$ cat config.mk
export PLATFORM = sky130hd
export DESIGN_NAME = calendar_date_counter
export DESIGN_NICKNAME = d
export VERILOG_FILES = /design/src/rtl/core/cdc_pkg.sv /design/src/rtl/core/cdc_year_days.sv /design/src/rtl/core/cdc_date_unit.sv /design/src/rtl/core/calendar_date_counter.sv
export SDC_FILE = /design/constraint.sdc
export NUM_CORES = 2
export LEC_CHECK = 0
export BUFFER_PORTS_ARGS = -buffer_cell sky130_fd_sc_hd__buf_2
export CAP_MARGIN = 20
export CORE_UTILIZATION = 33
export DETAILED_ROUTE_END_ITERATION = 8
export GPL_ROUTABILITY_DRIVEN = 0
export PLACE_DENSITY_LB_ADDON = 0.15
export SLEW_MARGIN = 10
export SYNTH_ARGS = -nofsm -noshare
export SYNTH_HDL_FRONTEND = slang
export SYNTH_SLANG_ARGS = --single-unit
$ cat constraint.sdc
create_clock -name clk -period 24.6 [get_ports clk]
set_input_delay 3.69 -clock clk [delete_from_list [all_inputs] [get_ports clk]]
set_output_delay 3.69 -clock clk [all_outputs]
set_load 0.05 [all_outputs]
$ cat src/rtl/core/cdc_pkg.sv
// Shared package for the calendar date counter: field widths, command and
// status codes, payload structs and the calendar lookup functions.
// No dependencies.
`timescale 1ns / 1ps
`default_nettype none

package cdc_pkg;

    localparam int YEAR_W   = 14;
    localparam int MONTH_W  = 4;
    localparam int DAY_W    = 5;
    localparam int DNUM_W   = 22;
    localparam int WDAY_W   = 3;
    localparam int STATUS_W = 3;
    localparam int YDAYS_W  = 23;   // days before a year, counted from year 0
    localparam int DOY_W    = 9;    // day of year, 1..366
    localparam int CNT_W    = 24;   // signed day count relative to the epoch
    localparam int CFG_IDX_W = 1;

    localparam logic [YEAR_W-1:0]  RST_YEAR_LO  = 14'd1900;
    localparam logic [YEAR_W-1:0]  RST_YEAR_HI  = 14'd9999;
    localparam logic [YEAR_W-1:0]  RST_YEAR     = 14'd1900;
    localparam logic [MONTH_W-1:0] MONTH_JAN    = 4'd1;
    localparam logic [MONTH_W-1:0] MONTH_FEB    = 4'd2;
    localparam logic [MONTH_W-1:0] MONTH_DEC    = 4'd12;
    localparam logic [DAY_W-1:0]   DAY_FIRST    = 5'd1;
    localparam logic [DAY_W-1:0]   DAY_LONG     = 5'd31;
    localparam logic [DNUM_W-1:0]  DNUM_MAX     = 22'h3FFFFF;
    localparam logic [WDAY_W-1:0]  WDAY_WRAP    = 3'd7;

    // floor(v / 100) == (v * 5243) >> 19 for every v below 2^15
    localparam logic [12:0] DIV100_MUL = 13'd5243;

    // command codes
    localparam logic [1:0] CMD_SET = 2'd0;
    localparam logic [1:0] CMD_INC = 2'd1;
    localparam logic [1:0] CMD_DEC = 2'd2;

    // status codes
    localparam logic [STATUS_W-1:0] ST_OK        = 3'd0;
    localparam logic [STATUS_W-1:0] ST_BAD_YEAR  = 3'd1;
    localparam logic [STATUS_W-1:0] ST_BAD_MONTH = 3'd2;
    localparam logic [STATUS_W-1:0] ST_BAD_DAY   = 3'd3;
    localparam logic [STATUS_W-1:0] ST_RANGE     = 3'd4;

    // configuration register indexes
    localparam logic [CFG_IDX_W-1:0] CFG_YEAR_LO = 1'b0;
    localparam logic [CFG_IDX_W-1:0] CFG_YEAR_HI = 1'b1;

    typedef struct packed {
        logic [1:0]         command;
        logic [YEAR_W-1:0]  year_in;
        logic [MONTH_W-1:0] month_in;
        logic [DAY_W-1:0]   day_in;
    } cdc_in_t;

    typedef struct packed {
        logic [YEAR_W-1:0]   year_out;
        logic [MONTH_W-1:0]  month_out;
        logic [DAY_W-1:0]    day_out;
        logic [DNUM_W-1:0]   day_number;
        logic [WDAY_W-1:0]   weekday;
        logic [STATUS_W-1:0] status;
    } cdc_out_t;

    typedef struct packed {
        logic [YEAR_W-1:0]  year;
        logic [MONTH_W-1:0] month;
        logic [DAY_W-1:0]   day;
    } date_t;

    typedef struct packed {
        date_t               date;
        logic [STATUS_W-1:0] status;
    } step_info_t;

    // Gregorian leap rule; y % 400 == 0 is y % 100 == 0 with (y / 100) % 4 == 0
    function automatic logic is_leap(input logic [YEAR_W-1:0] y);
        logic [26:0] prod;
        logic [7:0]  q;
        logic        div100;
        prod   = 27'(y) * 27'(DIV100_MUL);
        q      = prod[26:19];
        div100 = ((14'(q) * 14'd100) == y);
        return (y[1:0] == 2'b00) && (!div100 || (q[1:0] == 2'b00));
    endfunction

    // month length; codes outside 1..12 read as 31
    function automatic logic [DAY_W-1:0] month_days(input logic leap,
                                                   input logic [MONTH_W-1:0] m);
        logic [DAY_W-1:0] len;
        case (m) inside
            MONTH_FEB:                   len = leap ? 5'd29 : 5'd28;
            4'd4, 4'd6, 4'd9, 4'd11:     len = 5'd30;
            default:                     len = DAY_LONG;
        endcase
        return len;
    endfunction

    // days in the months of the year before month m
    function automatic logic [DOY_W-1:0] days_before_month(input logic leap,
                                                          input logic [MONTH_W-1:0] m);
        logic [DOY_W-1:0] base;
        case (m) inside
            4'd1:          base = 9'd0;
            4'd2:          base = 9'd31;
            4'd3:          base = 9'd59;
            4'd4:          base = 9'd90;
            4'd5:          base = 9'd120;
            4'd6:          base = 9'd151;
            4'd7:          base = 9'd181;
            4'd8:          base = 9'd212;
            4'd9:          base = 9'd243;
            4'd10:         base = 9'd273;
            4'd11:         base = 9'd304;
            4'd12:         base = 9'd334;
            [4'd13:4'd15]: base = 9'd365;
            default:       base = 9'd0;
        endcase
        return base + DOY_W'(leap && (m > MONTH_FEB));
    endfunction

endpackage

`default_nettype wire

$ cat src/rtl/core/cdc_year_days.sv
// Two-stage unit giving the number of days in all years before a given year.
// Depends on cdc_pkg.
`timescale 1ns / 1ps
`default_nettype none

module cdc_year_days
    import cdc_pkg::*;
(
    input  logic               clk,
    input  logic               en_a,
    input  logic               en_b,
    input  logic [YEAR_W-1:0]  year,
    output logic [YDAYS_W-1:0] days
);

    logic [YEAR_W:0]    v3;
    logic [YEAR_W:0]    v99;
    logic [YEAR_W:0]    v399;
    logic [27:0]        p99;
    logic [27:0]        p399;
    logic [YDAYS_W-1:0] y365_next;

    logic [YDAYS_W-1:0] y365_reg;
    logic [12:0]        q4_reg;
    logic [7:0]         q100_reg;
    logic [5:0]         q400_reg;
    logic [YDAYS_W-1:0] days_reg;

    // 365*y + ceil(y/4) - ceil(y/100) + ceil(y/400)
    assign v3        = 15'(year) + 15'd3;
    assign v99       = 15'(year) + 15'd99;
    assign v399      = 15'(year) + 15'd399;
    assign p99       = 28'(v99) * 28'(DIV100_MUL);
    assign p399      = 28'(v399) * 28'(DIV100_MUL);
    assign y365_next = 23'(year) * 23'd365;

    always_ff @(posedge clk)
    begin
        if (en_a)
        begin
            y365_reg <= y365_next;
            q4_reg   <= v3[YEAR_W:2];
            q100_reg <= p99[26:19];
            q400_reg <= p399[26:21];
        end
    end

    always_ff @(posedge clk)
    begin
        if (en_b)
        begin
            days_reg <= y365_reg + YDAYS_W'(q4_reg) + YDAYS_W'(q400_reg)
                        - YDAYS_W'(q100_reg);
        end
    end

    assign days = days_reg;

endmodule

`default_nettype wire

$ cat src/rtl/core/cdc_date_unit.sv
// Current-date registers and the set / step-forward / step-back update logic.
// Depends on cdc_pkg.
`timescale 1ns / 1ps
`default_nettype none

module cdc_date_unit
    import cdc_pkg::*;
(
    input  logic              clk,
    input  logic              rst_n,
    input  logic              load,
    input  cdc_in_t           item,
    input  logic [YEAR_W-1:0] year_lo,
    input  logic [YEAR_W-1:0] year_hi,
    output step_info_t        info
);

    date_t               cur_reg;
    date_t               cur_next;
    logic [STATUS_W-1:0] status_reg;
    logic [STATUS_W-1:0] status_next;

    logic                leap_cur;
    logic                leap_in;
    logic [DAY_W-1:0]    dim_cur;
    logic [DAY_W-1:0]    dim_prev;
    logic [DAY_W-1:0]    dim_in;
    logic [YEAR_W:0]     inc_year;
    logic [YEAR_W:0]     dec_year;
    date_t               inc_date;
    date_t               dec_date;
    logic                inc_ok;
    logic                dec_ok;
    logic [STATUS_W-1:0] set_status;

    assign leap_cur = is_leap(cur_reg.year);
    assign leap_in  = is_leap(item.year_in);
    assign dim_cur  = month_days(leap_cur, cur_reg.month);
    assign dim_prev = month_days(leap_cur, cur_reg.month - 4'd1);
    assign dim_in   = month_days(leap_in, item.month_in);

    always_comb
    begin
        inc_year = {1'b0, cur_reg.year};
        inc_date = cur_reg;
        if (cur_reg.day >= dim_cur)
        begin
            inc_date.day = DAY_FIRST;
            if (cur_reg.month >= MONTH_DEC)
            begin
                inc_date.month = MONTH_JAN;
                inc_year       = {1'b0, cur_reg.year} + 15'd1;
            end
            else
            begin
                inc_date.month = cur_reg.month + 4'd1;
            end
        end
        else
        begin
            inc_date.day = cur_reg.day + 5'd1;
        end
        inc_date.year = inc_year[YEAR_W-1:0];
    end

    // stepping back from year 0 wraps to all ones, which no range admits
    always_comb
    begin
        dec_year = {1'b0, cur_reg.year};
        dec_date = cur_reg;
        if (cur_reg.day <= DAY_FIRST)
        begin
            if (cur_reg.month <= MONTH_JAN)
            begin
                dec_date.month = MONTH_DEC;
                dec_date.day   = DAY_LONG;
                dec_year       = {1'b0, cur_reg.year} - 15'd1;
            end
            else
            begin
                dec_date.month = cur_reg.month - 4'd1;
                dec_date.day   = dim_prev;
            end
        end
        else
        begin
            dec_date.day = cur_reg.day - 5'd1;
        end
        dec_date.year = dec_year[YEAR_W-1:0];
    end

    assign inc_ok = (inc_year >= {1'b0, year_lo}) && (inc_year <= {1'b0, year_hi});
    assign dec_ok = (dec_year >= {1'b0, year_lo}) && (dec_year <= {1'b0, year_hi});

    always_comb
    begin
        if ((item.year_in < year_lo) || (item.year_in > year_hi))
            set_status = ST_BAD_YEAR;
        else if ((item.month_in < MONTH_JAN) || (item.month_in > MONTH_DEC))
            set_status = ST_BAD_MONTH;
        else if ((item.day_in < DAY_FIRST) || (item.day_in > dim_in))
            set_status = ST_BAD_DAY;
        else
            set_status = ST_OK;
    end

    always_comb
    begin
        cur_next    = cur_reg;
        status_next = ST_OK;
        unique case (item.command)
            CMD_SET:
            begin
                status_next = set_status;
                if (set_status == ST_OK)
                begin
                    cur_next.year  = item.year_in;
                    cur_next.month = item.month_in;
                    cur_next.day   = item.day_in;
                end
            end
            CMD_INC:
            begin
                if (inc_ok)
                    cur_next = inc_date;
                else
                    status_next = ST_RANGE;
            end
            CMD_DEC:
            begin
                if (dec_ok)
                    cur_next = dec_date;
                else
                    status_next = ST_RANGE;
            end
            default:
            begin
                // unused code: hold the date
                cur_next = cur_reg;
            end
        endcase
    end

    always_ff @(posedge clk or negedge rst_n)
    begin
        if (!rst_n)
        begin
            cur_reg.year  <= RST_YEAR;
            cur_reg.month <= MONTH_JAN;
            cur_reg.day   <= DAY_FIRST;
        end
        else if (load)
        begin
            cur_reg <= cur_next;
        end
    end

    always_ff @(posedge clk)
    begin
        if (load)
            status_reg <= status_next;
    end

    assign info.date   = cur_reg;
    assign info.status = status_reg;

endmodule

`default_nettype wire

$ cat src/rtl/core/calendar_date_counter.sv
// Top level of the calendar date counter: configuration registers, pipeline
// control, day count and weekday stages. Depends on cdc_pkg, cdc_date_unit
// and cdc_year_days.
`timescale 1ns / 1ps
`default_nettype none

// Holds one Gregorian date and applies one command per clock: set (checked
// against the configured year range, month 1-12 and the month's length), step
// one day forward or back (refused with status 4 when it would leave the year
// range). Every command returns one result through six registers: input
// register, date update, two stages of year-day counting, epoch subtract,
// and the weekday / saturation output register. The date registers are
// updated straight from the input register, so a command can be taken every
// clock; each stage holds only while everything after it is full and the
// result is not taken. Writes to the year limits belong in idle periods and
// may be followed at once by a command. There is no clearing pass after reset.
module calendar_date_counter
    import cdc_pkg::*;
(
    input  logic                 clk,
    input  logic                 rst_n,

    input  logic                 cfg_valid,
    output logic                 cfg_ready,
    input  logic [CFG_IDX_W-1:0] cfg_index,
    input  logic [YEAR_W-1:0]    cfg_data,

    input  logic                 cmd_valid,
    output logic                 cmd_ready,
    input  cdc_in_t              cmd,

    output logic                 res_valid,
    input  logic                 res_ready,
    output cdc_out_t             res
);

    logic [YEAR_W-1:0]  year_lo_reg;
    logic [YEAR_W-1:0]  year_hi_reg;

    logic               rdy0, rdy1, rdy2, rdy3, rdy4, rdy5;
    logic               date_load;

    logic               s0_valid_reg;
    cdc_in_t            s0_item_reg;
    logic               s1_valid_reg;
    step_info_t         s1_info;
    logic [DOY_W-1:0]   s1_doy;
    logic               s2_valid_reg;
    step_info_t         s2_info_reg;
    logic [DOY_W-1:0]   s2_doy_reg;
    logic               s3_valid_reg;
    step_info_t         s3_info_reg;
    logic [DOY_W-1:0]   s3_doy_reg;
    logic [YDAYS_W-1:0] cur_ydays;
    logic [YDAYS_W-1:0] epoch_ydays;
    logic               s4_valid_reg;
    step_info_t         s4_info_reg;
    logic [CNT_W-1:0]   s4_cnt_reg;
    logic [CNT_W-1:0]   cnt_next;

    logic [5:0]         oct_sum;
    logic [3:0]         fold1;
    logic [3:0]         fold2;
    logic [WDAY_W-1:0]  wd_mod;
    logic               cnt_pos;
    cdc_out_t           res_next;
    logic               res_valid_reg;
    cdc_out_t           res_reg;

    // configuration
    assign cfg_ready = 1'b1;

    always_ff @(posedge clk or negedge rst_n)
    begin
        if (!rst_n)
        begin
            year_lo_reg <= RST_YEAR_LO;
            year_hi_reg <= RST_YEAR_HI;
        end
        else if (cfg_valid && cfg_ready)
        begin
            unique case (cfg_index)
                CFG_YEAR_LO: year_lo_reg <= cfg_data;
                CFG_YEAR_HI: year_hi_reg <= cfg_data;
            endcase
        end
    end

    // a stage may load when it is empty or its content moves on
    assign rdy5      = !res_valid_reg || res_ready;
    assign rdy4      = !s4_valid_reg || rdy5;
    assign rdy3      = !s3_valid_reg || rdy4;
    assign rdy2      = !s2_valid_reg || rdy3;
    assign rdy1      = !s1_valid_reg || rdy2;
    assign rdy0      = !s0_valid_reg || rdy1;
    assign cmd_ready = rdy0;
    assign date_load = rdy1 && s0_valid_reg;

    always_ff @(posedge clk or negedge rst_n)
    begin
        if (!rst_n)
        begin
            s0_valid_reg  <= 1'b0;
            s1_valid_reg  <= 1'b0;
            s2_valid_reg  <= 1'b0;
            s3_valid_reg  <= 1'b0;
            s4_valid_reg  <= 1'b0;
            res_valid_reg <= 1'b0;
        end
        else
        begin
            if (rdy0) s0_valid_reg  <= cmd_valid;
            if (rdy1) s1_valid_reg  <= s0_valid_reg;
            if (rdy2) s2_valid_reg  <= s1_valid_reg;
            if (rdy3) s3_valid_reg  <= s2_valid_reg;
            if (rdy4) s4_valid_reg  <= s3_valid_reg;
            if (rdy5) res_valid_reg <= s4_valid_reg;
        end
    end

    always_ff @(posedge clk)
    begin
        if (rdy0 && cmd_valid)
            s0_item_reg <= cmd;
    end

    cdc_date_unit u_date (
        .clk     (clk),
        .rst_n   (rst_n),
        .load    (date_load),
        .item    (s0_item_reg),
        .year_lo (year_lo_reg),
        .year_hi (year_hi_reg),
        .info    (s1_info)
    );

    assign s1_doy = days_before_month(is_leap(s1_info.date.year), s1_info.date.month)
                    + DOY_W'(s1_info.date.day);

    always_ff @(posedge clk)
    begin
        if (rdy2)
        begin
            s2_info_reg <= s1_info;
            s2_doy_reg  <= s1_doy;
        end
        if (rdy3)
        begin
            s3_info_reg <= s2_info_reg;
            s3_doy_reg  <= s2_doy_reg;
        end
        if (rdy4)
        begin
            s4_info_reg <= s3_info_reg;
            s4_cnt_reg  <= cnt_next;
        end
    end

    cdc_year_days u_cur_ydays (
        .clk  (clk),
        .en_a (rdy2),
        .en_b (rdy3),
        .year (s1_info.date.year),
        .days (cur_ydays)
    );

    // epoch offset tracks the lower year limit continuously
    cdc_year_days u_epoch_ydays (
        .clk  (clk),
        .en_a (1'b1),
        .en_b (1'b1),
        .year (year_lo_reg),
        .days (epoch_ydays)
    );

    // two's complement count, zero or negative for dates before the epoch
    assign cnt_next = CNT_W'(cur_ydays) + CNT_W'(s3_doy_reg) - CNT_W'(epoch_ydays);

    // mod 7 by summing octal digits (8 == 1 mod 7)
    always_comb
    begin
        oct_sum = '0;
        for (int i = 0; i < CNT_W / 3; i++)
            oct_sum = oct_sum + 6'(s4_cnt_reg[3*i +: 3]);
        fold1  = 4'(oct_sum[5:3]) + 4'(oct_sum[2:0]);
        fold2  = 4'(fold1[3]) + 4'(fold1[2:0]);
        wd_mod = (fold2 >= 4'd7) ? 3'(fold2 - 4'd7) : fold2[2:0];
    end

    assign cnt_pos = !s4_cnt_reg[CNT_W-1] && (s4_cnt_reg != '0);

    always_comb
    begin
        res_next.year_out  = s4_info_reg.date.year;
        res_next.month_out = s4_info_reg.date.month;
        res_next.day_out   = s4_info_reg.date.day;
        res_next.status    = s4_info_reg.status;
        if (!cnt_pos)
        begin
            res_next.day_number = '0;
            res_next.weekday    = WDAY_WRAP;
        end
        else
        begin
            // positive counts stay below 2^23, so bit 22 marks overflow
            res_next.day_number = s4_cnt_reg[DNUM_W] ? DNUM_MAX : s4_cnt_reg[DNUM_W-1:0];
            res_next.weekday    = (wd_mod == '0) ? WDAY_WRAP : wd_mod;
        end
    end

    always_ff @(posedge clk)
    begin
        if (rdy5 && s4_valid_reg)
            res_reg <= res_next;
    end

    assign res_valid = res_valid_reg;
    assign res       = res_reg;

`ifndef NO_ASSERTIONS
    a_month_range: assert property (@(posedge clk) disable iff (!rst_n)
        res_valid |-> (res.month_out >= MONTH_JAN) && (res.month_out <= MONTH_DEC))
        else $error("result month out of range");

    a_weekday_range: assert property (@(posedge clk) disable iff (!rst_n)
        res_valid |-> (res.weekday != '0))
        else $error("weekday zero on result");

    a_pre_epoch: assert property (@(posedge clk) disable iff (!rst_n)
        (res_valid && (res.day_number == '0)) |-> (res.weekday == WDAY_WRAP))
        else $error("zero day number without wrapped weekday");

    a_hold_on_reject: assert property (@(posedge clk) disable iff (!rst_n)
        date_load |=> ((s1_info.status == ST_OK) || $stable(s1_info.date)))
        else $error("date changed on a rejected command");
`endif

endmodule

`default_nettype wire
After elaboration in Yosys (flattened, before gate mapping)

Index checks and enable logic that the tools add are counted.

Mux-type cells: 43
Multipliers: 10
$lt $le $gt $ge: 18
Bitwise gates (word level): 2
Reduce and logical (&&, ||, !) cells: 47
Equal/unequal tests: 31
Add/sub/neg operators: 32

Operator list:

| cell                   | count |
|---|---|
| $mux 9                 | 14 |
| $mul 15x13->27 const B | 4 |
| $mux 23                | 3 |
| $pmux 23 s3            | 1 |
| $mux 15                | 4 |
| $mul 14x13->27 const B | 2 |
| $add 23x13->23         | 2 |
| $add 23x6->23          | 2 |
| $mul 14x9->23 const B  | 2 |
| $sub 23x8->23          | 2 |
| $eq 4x4->1 const B     | 9 |
| $eq 4x3->1 const B     | 8 |
| $add 14x2->15 const B  | 2 |
| $add 14x7->15 const B  | 2 |
| $add 14x9->15 const B  | 2 |
| $ge 15x14->1           | 2 |
| $le 15x14->1           | 2 |
| $eq 14x14->1           | 2 |
| $mux 5                 | 5 |
| $add 23x9->24          | 1 |
| $add 6x3->6            | 4 |
| $mul 8x5->12 const B   | 2 |
| $reduce_bool 24->1     | 1 |
| $sub 24x23->24         | 1 |
| 49 further kinds       | 104 |

Word-level logic and storage cells: 230
Bits of input ports: 45
Register bits: 402
Output and inout bits: 54

Depth between registers and ports, before layout

Depth in word-level cells: 17
Depth in mapped cells: 57
Gate-level depth less buffers: 55

Hierarchy

A second synthesis with hierarchy kept.

Cell total of the unflattened synthesis: 5,349
Area, all modules: 55,214.2 µm²

By module, submodules not included:

| module                         | cells each | sequential area each (µm²) | times used | area each (µm²) |
|---|---|---|---|---|
| calendar_date_counter          | 1,143      | 6,755.2                    | 1          | 14,408.8 |
| cdc_year_days at u_cur_ydays   | 1,416      | 2,192.1                    | 1          | 14,077.3 |
| cdc_year_days at u_epoch_ydays | 1,412      | 2,192.1                    | 1          | 14,056.0 |
| cdc_date_unit                  | 1,378      | 676.9                      | 1          | 12,672.2 |

Least setup slack after synthesis

No wires, ideal clock.

Path type: reg2reg
Start point: reg u_date.info[21] (netlist name)
End point: reg u_date.cur_reg (netlist bit u_date.info[11])
Path slack: 12,281 ps
Path buffers: 2
Clock period less this slack: 12,319 ps
Required time: 24,473 ps
Stages on the path, launching flop included: 54
Arrival time: 12,192 ps
Setup time: 127 ps
Cells stage by stage: dfstp_2 clkbuf_1 clkinv_1 fa_1 inv_1 ha_1 fa_1 fa_1 inv_1 fa_1 inv_1 ha_1 nand4_1 or3_1 a221o_1 a31oi_1 a21oi_1 o21bai_1 [18 not listed] nand2b_1 a21oi_1 nor3_2 nand3_1 nor2_1 nand2_1 xnor2_1 ha_1 nand2_1 nor3_1 a2111oi_2 a31oi_1 o31ai_2 nand2_1 a2111oi_4 and3_1 buf_4 mux2_1

Word-level cells in the longest chain between the ends: 14
Elaborated cells between the ends (all ways): 26
Those cells by class: add/sub: 2; mul: 2; order compare: 5; eq/ne: 4; mux: 6; reduce/logical: 7

RTL lines:

| element                                             | line                 | text |
|---|---|---|
| $mul 14x13->27                                      | cdc_pkg.sv:82        | `prod = 27'(y) * 27'(DIV100_MUL);` |
| $mul 8x5->12                                        | cdc_pkg.sv:84        | `div100 = ((14'(q) * 14'd100) == y);` |
| $eq 14x14->1                                        | cdc_pkg.sv:84        |  |
| $logic_not 1->1                                     | cdc_pkg.sv:85        | `return (y[1:0] == 2'b00) && (!div100 \|\| (q[1:0] == 2'b00));` |
| $logic_or 1x1->1                                    | cdc_pkg.sv:85        |  |
| $logic_and 1x1->1                                   | cdc_pkg.sv:85        |  |
| $mux 1                                              | cdc_pkg.sv:93        | `MONTH_FEB: len = leap ? 5'd29 : 5'd28;` |
| $mux 5                                              | cdc_pkg.sv:92        | `case (m) inside` |
| $ge 5x5->1                                          | cdc_date_unit.sv:46  | `if (cur_reg.day >= dim_cur)` |
| $mux 15                                             | cdc_date_unit.sv:46  |  |
| $ge 15x14->1 / $le 15x14->1 (equally long branches) | cdc_date_unit.sv:92  | `assign inc_ok = (inc_year >= {1'b0, year_lo}) && (inc_year <= {1'b0, year_hi});` |
| $logic_and 1x1->1                                   | cdc_date_unit.sv:92  |  |
| $ne 2x1->1 (no line)                                | --                   |  |
| $reduce_and 7->1 (no line) (*)                      | --                   |  |
| to (signal assigned)                                | cdc_date_unit.sv:154 | `cur_reg <= cur_next;` |
| to (decl)                                           | cdc_date_unit.sv:18  | `date_t cur_reg;` |

Mark *: on every way between the ends. The rest lies on a longest branch, timed or not.
A chain may end at the register's enable or synchronous reset.

Worst setup path in the final report

Start point: reg u_date.info[21] (netlist name)
End point: reg u_date.cur_reg (netlist bit u_date.info[11])

Word-level cells in the longest chain between the ends: 14
Elaborated cells between the ends (all ways): 26
Those cells by class: add/sub: 2; mul: 2; order compare: 5; eq/ne: 4; mux: 6; reduce/logical: 7

RTL lines:

| element                                             | line |
|---|---|
| $mul 14x13->27                                      | cdc_pkg.sv:82 |
| $mul 8x5->12                                        | cdc_pkg.sv:84 |
| $eq 14x14->1                                        | cdc_pkg.sv:84 |
| $logic_not 1->1                                     | cdc_pkg.sv:85 |
| $logic_or 1x1->1                                    | cdc_pkg.sv:85 |
| $logic_and 1x1->1                                   | cdc_pkg.sv:85 |
| $mux 1                                              | cdc_pkg.sv:93 |
| $mux 5                                              | cdc_pkg.sv:92 |
| $ge 5x5->1                                          | cdc_date_unit.sv:46 |
| $mux 15                                             | cdc_date_unit.sv:46 |
| $ge 15x14->1 / $le 15x14->1 (equally long branches) | cdc_date_unit.sv:92 |
| $logic_and 1x1->1                                   | cdc_date_unit.sv:92 |
| $ne 2x1->1 (no line)                                | -- |
| $reduce_and 7->1 (no line) (*)                      | -- |

Marked as above.

==> summary.txt <==
Timing
  • Slew Viols, Final: 0
  • Fmax: 67.0 MHz
  • Clk_skew: between 0.05 and 0.06 ns
  • Fin. Hold Viols: 0
  • Tightest Pin Transition: around 1.1 ns
  • Setup_tns: 0 ns
  • Final Cycle Share: 0.607
  • Final period demand of the worst path: approximately 15 ns
  • Unrepaired setup endpoints after global routing: false
  • Max-slew headroom: 0.274
  • Setup Viol. Count Final: 0

Worst setup path
  • Setup crit end: u_date.info[11]
  • Type of origin of the critical path: flop
  • Setup crit end kind: flop
  • CP Launch Point: u_date.info[21]
  • Slowest stage cell, crit path: nor4_1
  • R2R depth: 54
  • Worst path required time: 25.10 ns
  • CP max stage delay: 0.83 ns
  • R2r startpoint: u_date.info[21]
  • Worst Path Arrival: around 15 ns
  • Worst r2r dst: u_date.info[11]
  • R2R Setup Slk: 9.68 ns
  • Max FO, Critical Path: 35
  • Crit Path Category: flop to flop

Routing
  • Post-route ant nets: 0
  • First-pass iteration count of the detailed router: 6
  • Vias: about 31000
  • Drt drc: 0
  • Final wirelength: 127000 um
  • DRT iter0 DRCs: 1504
  • Mean routed wirelength per cell: approximately 19 um
  • DR vias/cell: 4.64

Synth
  • Seq/Total Area, Yosys: 0.227
  • Synth cell types: 85
  • Top_reg_cell synth: edfxtp_1
  • Synth warn: 0
  • Async SR Flop Fraction: 0.143
  • Mapped Cells: 4667
  • Syn Std Cell Area: 48500 um^2
  • Number of flops mapped to enable cells by yosys: 270
  • Average cell area after synthesis: 10.4 um^2
  • #FFs+latches synth: 400
  • Synth top area cells: ha_1 (26%), fa_1 (22%), edfxtp_1 (17%)
  • Top cell type's share of synthesized area: 0.256
  • Area leader, netlist: ha_1
  • Syn nets: 6247

Die
  • DIE WIDTH: approximately 390 um
  • Core Box Area: between 100000 and 150000 um^2
  • Starting Density: 0.333
  • Die H: 385 um
  • Placement Rows: 140
  • DIE AREA: 148000 um^2
  • # IOs: 99

GRT
  • Vias in the first global route: ~34000
  • Routing usage on met2: 0.289
  • Total gr overflow: 0
  • Busiest grt layer: met2
  • Met1 Usage GRT: 0.247
  • Initial antenna violation count: 8
  • Met3 usage: 0.0241
  • Global-route usage over all layers: 0.177
  • Largest net degree at the start of global routing: between 60 and 70
  • Global-route wire length before repair: roughly 200000 um

Clocking
  • Root Buffer Master: clkbuf_16
  • Worst-skew pair later-pin latency: 0.66 ns
  • CTS max path bufs: 3
  • Post_cts resized: 0
  • Hold_buf cts: 0
  • CTS Buf Count: 50
  • Clk pin slew, worst setup/hold paths: roughly 0.07 ns
  • CTS Sinks: 400
  • Post-CTS setup buffer count: 0
  • H-tree levels: 2
  • TritonCTS clock tree: yes

Run
  • MaxCap Viol Count: 0

Finish
  • Layout cells sized above 1: 0.0583
  • P&R area growth vs syn: 9.69%
  • Area occupied by multi-input gates: 32900 um^2
  • Commonest cells after routing, fill and taps aside: inv_1 (1161), ha_1 (991), fa_1 (544), edfxtp_1 (270), xnor2_1 (240)
  • Fill cells: 14600
  • Nets: 6374
  • Most common library cell in the layout ignoring fill and taps: inv_1
  • Max reg flops: slightly above 50
  • Sequential Area: ~11000 um^2

Status
  • Status: finished clean

Placed design
  • IO Port Bufs: 97
  • DP HPWL: 106000 um

Worst hold path
  • Worst hold path type: flop to flop
  • Hold Path Cell Cnt: 0
  • Hold_sp: res_next[38]
[metrics by stage]
stage | instances | hold slack [ns] | worst slack (ns) | util | instance area (um^2)
3_3_place_gp | 6659 | 0.401 | 9.92 | 0.353 | 51400
3_5_place_dp | 6659 | 0.405 | 9.70 | 0.353 | 51400
4_1_cts | 6753 | 0.408 | 9.60 | 0.365 | 53200
6_report | 6756 | 0.416 | 9.68 | 0.365 | 53200
2_1_floorplan | 4667 | 0.400 | 12.28 | - | 48500
5_1_grt | 6755 | 0.426 | 8.77 | 0.365 | 53200
[kinds of logic (layout without fill, tap and decap cells)]
kind of cell	after synthesis	count (layout)	share of synthesized area
adder cells (fa/ha/maj)	1535	1535	0.481
buffers and inverters	1220	1389	0.0948
AND/OR/NAND/NOR	626	626	0.0608
AO/OA/AOI/OAI	569	569	0.0775
flip-flops	400	400	0.227
XOR/XNOR	291	291	0.0532
multiplexers	25	25	0.00565
other	1	4	0.0000774
[layer usage]
layer,up-vias,routed length [um]
met5,-,0
met4,0,2800
met3,120,5410
met2,526,57800
met1,15200,60900
li1,15500,-
[synthesized netlist by cell type, drive strengths merged (6+ instances only)]
| cell | count |
|---|---|
| a2111oi | 10 |
| a211oi | 17 |
| a21boi | 7 |
| a21o | 62 |
| a21oi | 166 |
| a221o | 12 |
| a221oi | 9 |
| a31o | 7 |
| a31oi | 12 |
| and2 | 11 |
| and3 | 18 |
| buf | 9 |
| clkbuf | 42 |
| clkinv | 6 |
| dfrtp | 33 |
| dfstp | 24 |
| dfxtp | 73 |
| edfxtp | 270 |
| fa | 544 |
| ha | 991 |
| inv | 1163 |
| mux2 | 19 |
| mux2i | 6 |
| nand2 | 130 |
| nand2b | 29 |
| nand3 | 57 |
| nand4 | 28 |
| nor2 | 218 |
| nor2b | 31 |
| nor3 | 51 |
| nor4 | 11 |
| o211ai | 25 |
| o21a | 31 |
| o21ai | 114 |
| o21bai | 21 |
| o22ai | 12 |
| o31ai | 11 |
| o41ai | 9 |
| or2 | 8 |
| or3 | 17 |
| xnor2 | 240 |
| xor2 | 49 |
[worst min-delay path by stage]
stage | endpoint | slack [ns]
2_1_floorplan | res[0] | 0.40
3_3_place_gp | res[35] | 0.40
3_5_place_dp | res_next[36] | 0.40
4_1_cts | s3_doy_reg[0] | 0.41
5_1_grt | res_next[48] | 0.43
6_report | res[38] | 0.42
[worst max-delay path: cells and delay by family, from the launching register on]
family,cells,cell delay [ns]
xor gates and xnor gates,3,0.82
adders and majority gates,12,4.55
muxes,1,0.35
and+or+nand+nor,16,4.00
AOI/OAI and AO/OA,13,2.94
DFF,1,0.81
buffers and inverters,9,1.29
[cell type report]
class	instances	area share
timing repair buffer	126	0.0132
clock inverter	34	0.00843
multi-input combinational	3047	0.618
sequential	400	0.207
tap	1917	0.0451
antenna	3	0.000141
inverter	1169	0.0826
clock buffer	60	0.0248
Power is left out: the tool's default activity adds up to more than one toggle a clock period on the data nets, which glitch-free logic cannot reach.
